===== config.mk =====
export PLATFORM = sky130hd
export DESIGN_NAME = date_difference_days_core
export DESIGN_NICKNAME = d
export VERILOG_FILES = /design/src/design/ddd_pkg.sv /design/src/design/ddd_lane.sv /design/src/design/ddd_merge.sv /design/src/design/date_difference_days_core.sv
export SDC_FILE = /design/constraint.sdc
export NUM_CORES = 2
export LEC_CHECK = 0
export BUFFER_PORTS_ARGS = -buffer_cell sky130_fd_sc_hd__buf_2
export CAP_MARGIN = 30
export CELL_PAD_IN_SITES_DETAIL_PLACEMENT = 0
export CELL_PAD_IN_SITES_GLOBAL_PLACEMENT = 1
export CORE_UTILIZATION = 47
export DETAILED_ROUTE_END_ITERATION = 12
export PLACE_DENSITY = 0.76
export SKIP_LAST_GASP = 1
export SLEW_MARGIN = 20
export SYNTH_ARGS = -nofsm -noshare
export SYNTH_HDL_FRONTEND = slang
export SYNTH_SLANG_ARGS = --single-unit

===== constraint.sdc =====
create_clock -name clk -period 7.4 [get_ports clk]
set_clock_uncertainty 0.05 [all_clocks]
set_input_delay 0.37 -clock clk [delete_from_list [all_inputs] [get_ports clk]]
set_output_delay 0.37 -clock clk [all_outputs]
set_load 0.01 [all_outputs]

===== src/design/ddd_pkg.sv =====
`timescale 1ns / 1ps
// ----------------------------------------------------------------------------
// ddd_pkg: shared types and constants for the date difference block
// Stage enables, reciprocal constants for the decimal split and the
// cumulative month table.
// ----------------------------------------------------------------------------
package ddd_pkg;

  // Field widths
  localparam int DATE_W  = 27;
  localparam int COUNT_W = 22;
  localparam int DAYN_W  = 23;   // serial day number, max year 13421
  localparam int YEAR_W  = 14;

  // Pipeline depth: four lane stages plus the output register
  localparam int NUM_STAGES = 5;
  typedef logic [NUM_STAGES-1:0] stage_en_t;

  // v / 10000 = (v * DIV10K_MUL) >> DIV10K_SHIFT, exact for v < 2**27
  localparam logic [26:0] DIV10K_MUL   = 27'd109951163;
  localparam int          DIV10K_SHIFT = 40;
  localparam logic [13:0] TEN_K        = 14'd10000;

  // x / 100 = (x * DIV100_MUL) >> DIV100_SHIFT, exact for x < 43690
  localparam logic [12:0] DIV100_MUL   = 13'd5243;
  localparam int          DIV100_SHIFT = 19;

  localparam logic [COUNT_W-1:0] DAY_COUNT_MAX = 22'd4194303;

  // Days in the whole months before month index m (0 = January)
  function automatic logic [8:0] days_before_month(input logic [3:0] m);
    logic [8:0] r;
    case (m)
      4'd0:    r = 9'd0;
      4'd1:    r = 9'd31;
      4'd2:    r = 9'd59;
      4'd3:    r = 9'd90;
      4'd4:    r = 9'd120;
      4'd5:    r = 9'd151;
      4'd6:    r = 9'd181;
      4'd7:    r = 9'd212;
      4'd8:    r = 9'd243;
      4'd9:    r = 9'd273;
      4'd10:   r = 9'd304;
      4'd11:   r = 9'd334;
      default: r = 9'd334;
    endcase
    return r;
  endfunction

endpackage


===== src/design/ddd_lane.sv =====
`timescale 1ns / 1ps
// ----------------------------------------------------------------------------
// ddd_lane: packed YYYYMMDD date to serial day number
// Four registered stages: divide by 10000, split year terms, split month and
// day, sum the day number.
// ----------------------------------------------------------------------------
module ddd_lane (
  input  logic                       clk,
  input  ddd_pkg::stage_en_t         en,
  input  logic [ddd_pkg::DATE_W-1:0] date,
  output logic [ddd_pkg::DAYN_W-1:0] day_num
);
  import ddd_pkg::*;

  // x / 100 by reciprocal multiply, x below 43690
  function automatic logic [9:0] div100(input logic [15:0] x);
    logic [28:0] p;
    p = 29'(x) * 29'(DIV100_MUL);
    return p[28:DIV100_SHIFT];
  endfunction

  // Stage 1: reciprocal product for the year
  logic [53:0]       p1;
  logic [DATE_W-1:0] v1;

  always_ff @(posedge clk) begin
    if (en[0]) begin
      p1 <= 54'(date) * 54'(DIV10K_MUL);
      v1 <= date;
    end
  end

  // Stage 2: year, MMDD remainder and the century terms
  logic [YEAR_W-1:0] y1;
  logic [27:0]       y_x10k;
  logic [14:0]       y_p99;
  logic [14:0]       y_p399;
  logic [YEAR_W-1:0] y2;
  logic [13:0]       r2;
  logic [9:0]        q100_2;
  logic [9:0]        c100_2;
  logic [9:0]        c400_2;

  always_comb begin
    y1     = p1[53:DIV10K_SHIFT];
    y_x10k = 28'(y1) * 28'(TEN_K);
    y_p99  = 15'(y1) + 15'd99;
    y_p399 = 15'(y1) + 15'd399;
  end

  always_ff @(posedge clk) begin
    if (en[1]) begin
      y2     <= y1;
      r2     <= 14'(v1 - y_x10k[DATE_W-1:0]);
      q100_2 <= div100(16'(y1));
      c100_2 <= div100(16'(y_p99));
      c400_2 <= div100(16'(y_p399 >> 2));
    end
  end

  // Stage 3: month index, day, leap flag and days of the whole years
  logic [9:0]        m_raw;
  logic [6:0]        d_raw;
  logic [3:0]        m_idx;
  logic              cent;
  logic              leap;
  logic [14:0]       y_p3;
  logic [DAYN_W-1:0] n_years;
  logic [3:0]        m3;
  logic [6:0]        d3;
  logic              leap3;
  logic [DAYN_W-1:0] ny3;

  always_comb begin
    m_raw = div100(16'(r2));
    d_raw = 7'(r2 - 14'(m_raw) * 14'd100);
    // month zero counts as January, past twelve as December
    if (m_raw == 10'd0)       m_idx = 4'd0;
    else if (m_raw > 10'd12)  m_idx = 4'd11;
    else                      m_idx = 4'(m_raw - 10'd1);
    cent    = (y2 == 14'(q100_2) * 14'd100);
    leap    = ((y2[1:0] == 2'd0) && !cent) || (cent && (q100_2[1:0] == 2'd0));
    y_p3    = 15'(y2) + 15'd3;
    n_years = 23'(y2) * 23'd365 + 23'(y_p3 >> 2) - 23'(c100_2) + 23'(c400_2);
  end

  always_ff @(posedge clk) begin
    if (en[2]) begin
      m3    <= m_idx;
      d3    <= d_raw;
      leap3 <= leap;
      ny3   <= n_years;
    end
  end

  // Stage 4: day number
  always_ff @(posedge clk) begin
    if (en[3]) begin
      day_num <= ny3 + 23'(days_before_month(m3))
               + 23'(leap3 && (m3 >= 4'd2)) + 23'(d3);
    end
  end

endmodule


===== src/design/ddd_merge.sv =====
`timescale 1ns / 1ps
// ----------------------------------------------------------------------------
// ddd_merge: combines the two lane day numbers
// Absolute difference plus one, saturated to the count width, held in the
// output register.
// ----------------------------------------------------------------------------
module ddd_merge (
  input  logic                        clk,
  input  ddd_pkg::stage_en_t          en,
  input  logic [ddd_pkg::DAYN_W-1:0]  day_a,
  input  logic [ddd_pkg::DAYN_W-1:0]  day_b,
  output logic [ddd_pkg::COUNT_W-1:0] day_count
);
  import ddd_pkg::*;

  logic [DAYN_W-1:0] diff;
  logic [DAYN_W:0]   cnt;

  // inclusive distance between the two day numbers
  always_comb begin
    diff = (day_a >= day_b) ? (day_a - day_b) : (day_b - day_a);
    cnt  = (DAYN_W+1)'(diff) + 1'b1;
  end

  always_ff @(posedge clk) begin
    if (en[NUM_STAGES-1]) begin
      day_count <= (cnt > (DAYN_W+1)'(DAY_COUNT_MAX)) ? DAY_COUNT_MAX
                                                      : cnt[COUNT_W-1:0];
    end
  end

endmodule


===== src/design/date_difference_days_core.sv =====
`timescale 1ns / 1ps
// ----------------------------------------------------------------------------
// date_difference_days_core: inclusive day count between two dates
// Two lanes turn the dates into day numbers side by side; a merge stage
// takes the inclusive distance.
// ----------------------------------------------------------------------------
//  channel | dir | word                              | tuser / tlast
//  s_axis  | in  | [26:0] first_date, [53:27] second | none
//  m_axis  | out | [21:0] day_count                  | none
//
//  One date pair per cycle sustained while m_tready is high.
//  Latency is set by the reciprocal multiplies for the decimal split.
//  Each stage has its own valid bit and advances when the next one is free,
//  so bubbles close up while the output word waits.
//  Synchronous reset clears the valid bits only.
// ----------------------------------------------------------------------------
module date_difference_days_core (
  input  logic        clk,
  input  logic        rst,
  input  logic        s_tvalid,
  output logic        s_tready,
  input  logic [55:0] s_tdata,   // [26:0] first_date, [53:27] second_date, pad
  output logic        m_tvalid,
  input  logic        m_tready,
  output logic [23:0] m_tdata    // [21:0] day_count, pad
);
  import ddd_pkg::*;

  stage_en_t                en;
  logic [NUM_STAGES-1:0]    vld;
  logic [DAYN_W-1:0]        day_a;
  logic [DAYN_W-1:0]        day_b;
  logic [COUNT_W-1:0]       day_count;

  // Stage enables: a stage moves when empty or when its successor moves
  always_comb begin
    en[NUM_STAGES-1] = !vld[NUM_STAGES-1] || m_tready;
    for (int i = NUM_STAGES-2; i >= 0; i--) begin
      en[i] = !vld[i] || en[i+1];
    end
  end

  // Valid bits
  always_ff @(posedge clk) begin
    if (rst) begin
      vld <= '0;
    end else begin
      if (en[0]) vld[0] <= s_tvalid;
      for (int i = 1; i < NUM_STAGES; i++) begin
        if (en[i]) vld[i] <= vld[i-1];
      end
    end
  end

  // Lanes
  ddd_lane u_lane_a (
    .clk     (clk),
    .en      (en),
    .date    (s_tdata[26:0]),
    .day_num (day_a)
  );

  ddd_lane u_lane_b (
    .clk     (clk),
    .en      (en),
    .date    (s_tdata[53:27]),
    .day_num (day_b)
  );

  ddd_merge u_merge (
    .clk       (clk),
    .en        (en),
    .day_a     (day_a),
    .day_b     (day_b),
    .day_count (day_count)
  );

  assign s_tready = en[0];
  assign m_tvalid = vld[NUM_STAGES-1];
  assign m_tdata  = {2'b00, day_count};

  // Assertions
  a_accept_enters: assert property (@(posedge clk) disable iff (rst)
    s_tvalid && s_tready |=> vld[0])
    else $error("accepted word did not enter the first stage");

  a_full_stall: assert property (@(posedge clk) disable iff (rst)
    (&vld) && !m_tready |-> !s_tready)
    else $error("ready high with a full stalled pipeline");

  a_count_nonzero: assert property (@(posedge clk) disable iff (rst)
    m_tvalid |-> (m_tdata[21:0] != 22'd0))
    else $error("day count of zero delivered");

  a_drain_bubble: assert property (@(posedge clk) disable iff (rst)
    m_tvalid && m_tready && !vld[NUM_STAGES-2] |=> !m_tvalid)
    else $error("output valid without a word behind it");

endmodule

==> impl_metrics.py <==
metrics = {
    "global_route": {
        "track_usage_pct": 21.5,
        "grt_pass1_wl_um": 289000,
        "grt_pass1_vias": 55500,
        "grt_max_degree": 83,
        "grt_overflow": 0,
        "antenna_found_initial": 1,
    },
    "route": {
        "avgRoutedWirePerCell_um": 17.0,
        "route.detailed.drc": 0,
        "totalWireLength_um": 175000,
        "via_per_inst": 4.93,
        "first_pass_iters": 7,
        "drt_iter0_markers": 1960,
        "ant_nets": 0,
        "vias": 50700,
    },
    "setup_path": {
        "cp-startpoint": "u_lane_a.p1[41]$_DFFE_PP_",
        "cp-endpoint": "u_lane_a.c100_2[6]$_DFFE_PP_",
        "r2r_end": "u_lane_a.c100_2[6]$_DFFE_PP_",
        "path_class": "reg -> reg",
        "worstSetupEndpointType": "flip-flop",
        "cp.depth": 28,
        "critPathSlowestCell": "fa_1",
        "cpLargestDelayFamily": "adder cells",
        "reg2reg_depth": 28,
        "r2r_start": "u_lane_a.p1[41]$_DFFE_PP_",
        "cpMostUsedCell": "fa_1",
        "ff2ff_setup_slack_ns": 0.33,
        "cp.required_ns": 7.69,
        "critical_path_buf_inv_count": 6,
        "cp-start-kind": "flip-flop",
        "critPathArrivalTime_ns": 7.37,
        "crit_fanout": 4,
        "cp_slowest_stage_delay_ns": 0.52,
    },
    "sta": {
        "setup_violations": 0,
        "fin_crit_sh_pct": 95.6,
        "worst-slew-pin-transition_ns": 0.919,
        "setup-tns-final_ns": 0,
        "setup_ws_ns": 0.327,
        "rsz0062_at_grt": "yes",
        "period_needed_ns": 7.07,
        "fmax_mhz": 141,
        "report.final.slew_viol_count": 0,
        "hold_viol_final": 0,
        "hold_slack_ns": 0.0889,
        "maxSlewHeadroom_pct": 37.4,
    },
    "logic_synthesis": {
        "synth_area_leaders": "fa_1, ha_1, inv_1",
        "synth_ff_type": "edfxtp_1",
        "ys_seq_area_share_pct": 11.5,
        "ys_types": 95,
        "ys_seq_elements": 303,
        "synth_edf_count": 298,
        "syn_inst": 7759,
        "syn_avg_cell_area_um2": 10.1,
        "synth-async-reset-ratio_pct": 0,
        "ys_warn_count": 0,
        "netlist_area_mm2": 0.0787,
        "netlist.area_leader.share_pct": 34.0,
        "synth_largest_area_cell": "fa_1",
    },
    "place": {
        "place_hpwl_um": 158000,
        "dp_slack_ns": -0.0984,
        "portBuffers": 81,
        "place_congestion": 0.935,
    },
    "clocking": {
        "path_clk_slew_ns": 0.06,
        "tritoncts": "built",
        "clock_latency_ns": 0.60,
        "clockBufferDepth": 3,
        "cts_root_buffer": "clkbuf_16",
        "cts_buffers": 38,
        "cts_htree_levels": 2,
        "cts.sinks": 303,
    },
    "die": {
        "std_cell_rows": 149,
        "dieArea_mm2": 0.169,
        "core_area_mm2": 0.166,
        "design.portCount": 86,
        "initial_utilization_pct": 47.5,
        "die_x_um": 411,
        "die_h_um": 411,
    },
    "layout": {
        "post-route-util_pct": 51.2,
        "areaGrowthSynthToFinish_pct": 7.78,
        "fin_nets": 11200,
        "diodes": 0,
        "final_layout_size_suffix_gt1_share_pct": 5.88,
    },
    "run": {
        "cap_violations": 0,
    },
    "status": {
        "outcome": "finished clean",
    },
    "hold_path": {
        "hp-class": "in -> reg",
        "holdPathStages": 1,
    },
}
-- how the worst min path moves through the flow --
| stage | start | end | slack (ns) |
|---|---|---|---|
| 2_1_floorplan | u_lane_a.v1[0]$_DFFE_PP_ | u_lane_a.r2[0]$_DFFE_PP_ | 0.35 |
| 3_3_place_gp | u_lane_a.v1[2]$_DFFE_PP_ | u_lane_a.r2[2]$_DFFE_PP_ | 0.36 |
| 3_5_place_dp | u_lane_a.v1[3]$_DFFE_PP_ | u_lane_a.r2[3]$_DFFE_PP_ | 0.36 |
| 4_1_cts | s_tdata[38] | u_lane_b.v1[11]$_DFFE_PP_ | 0.03 |
| 5_1_grt | s_tdata[38] | u_lane_b.v1[11]$_DFFE_PP_ | 0.05 |
| 6_report | s_tdata[38] | u_lane_b.v1[11]$_DFFE_PP_ | 0.09 |
-- per-layer routing --
| layer | vias up | wire, um | track usage [%] |
|---|---|---|---|
| li1 | 24700 | - | - |
| met1 | 25200 | 80200 | 29.0 |
| met2 | 669 | 85600 | 37.5 |
| met3 | 162 | 5490 | 2.11 |
| met4 | 2 | 3590 | 4.42 |
| met5 | - | 13 | 0 |
-- area by class of cell --
cell class / count / area, um^2
Multi-Input combinational cell: 4862 / 60000
Inverter: 2559 / 9610
Clock buffer: 43 / 991
Sequential cell: 303 / 9050
Timing Repair Buffer: 319 / 2230
Clock inverter: 23 / 209
Tap cell: 2189 / 2740
Fill cell: 15300 / 80700
-- what timing repair did --
| action | 4_1_cts | 5_1_grt |
|---|---|---|
| endpoints found under the hold margin | 5 | 0 |
| hold buffers | 2 | 0 |
| setup endpoints to repair | 1 | 14 |
| gates resized for setup | 3 | 29 |
| pin swaps | 0 | 6 |
| setup buffers | 0 | 2 |
-- worst register-to-register path, delay by kind of cell, from the launching register on --
kind | cells | cell delay, ns
compound gates | 10 | 2.01
xor+xnor | 2 | 0.24
fa+ha+maj | 7 | 2.76
buf+inv | 6 | 0.62
flops | 1 | 0.36
simple gates | 3 | 0.78
-- stage by stage --
step | cell area, um^2 | instances
2_1_floorplan | 78700 | 7760
3_3_place_gp | 83400 | 10200
3_5_place_dp | 83400 | 10200
4_1_cts | 84700 | 10300
5_1_grt | 84800 | 10300
6_report | 84800 | 10300
-- sequential cells by signal (all words and copies together), names as in the netlist, 7 cells and up --
register	flops
u_lane_a.c100_2	9
u_lane_a.c400_2	7
u_lane_a.d3	7
u_lane_a.day_num	23
u_lane_a.ny3	23
u_lane_a.p1	14
u_lane_a.q100_2	8
u_lane_a.r2	14
u_lane_a.v1	14
u_lane_a.y2	14
u_lane_b.c100_2	9
u_lane_b.c400_2	7
u_lane_b.d3	7
u_lane_b.day_num	23
u_lane_b.ny3	23
u_lane_b.p1	14
u_lane_b.q100_2	8
u_lane_b.r2	14
u_lane_b.v1	14
u_lane_b.y2	14
u_merge.day_count	22
-- kinds of logic (layout without fill, tap and decap cells) --
group                    after synthesis  count (layout)  share of synthesized area [%]
AO/OA/AOI/OAI                        699             699                           5.86
XOR/XNOR                             348             348                           3.87
adder cells (fa/ha/maj)             3046            3046                           61.2
buffers and inverters               2595            2944                           12.5
flip-flops                           303             303                           11.5
multiplexers                          11              11                          0.146
other                                  1               2                        0.00477
AND/OR/NAND/NOR                      756             756                           4.94
-- cells in the final DEF, fill, tap and decap left out, types with 10 or more instances in the layout --
master	instances
clkbuf_16	39
buf_2	81
nand3_1	75
a211oi_1	21
and4_1	10
nor4_1	19
and2_1	18
a21boi_0	18
nor3_1	65
a31o_2	11
nor2_1	191
nand4_1	28
a21oi_1	186
a21o_1	92
o21ai_1	10
edfxtp_1	298
a211o_1	10
ha_1	1707
nand2_2	22
o21ai_0	123
buf_4	234
nor2b_1	36
o211ai_1	21
xnor2_1	248
nand2b_1	35
and3_1	39
o31ai_1	13
fa_1	1336
nand2_1	137
o22ai_1	10
xor2_1	92
o21bai_1	22
inv_1	2555
a31oi_1	19
o21a_1	42
or3_1	27
a2111oi_0	10
-- Yosys cell counts (8+ instances only) --
library cell  instances
a2111oi_0            11
a211o_1              10
a211oi_1             21
a21boi_0             21
a21o_1               92
a21oi_1             191
a31o_2               11
a31oi_1              21
and2_1               18
and3_1               39
and4_1               10
buf_2                11
buf_6                 8
clkbuf_1             11
edfxtp_1            298
fa_1               1337
ha_1               1709
inv_1              2558
mux2i_1               9
nand2_1             139
nand2_2              21
nand2b_1             35
nand3_1              77
nand4_1              28
nor2_1              191
nor2b_1              40
nor3_1               65
nor4_1               19
o2111ai_1             8
o211ai_1             21
o21a_1               42
o21ai_0             126
o21bai_1             22
o22ai_1              10
o31a_1                8
o31ai_1              13
or2_2                 9
or3_1                27
xnor2_1             256
xor2_1               92
Power is not shown: default switching activity piles up to over one toggle a cycle in this logic, so the estimate is an artifact.
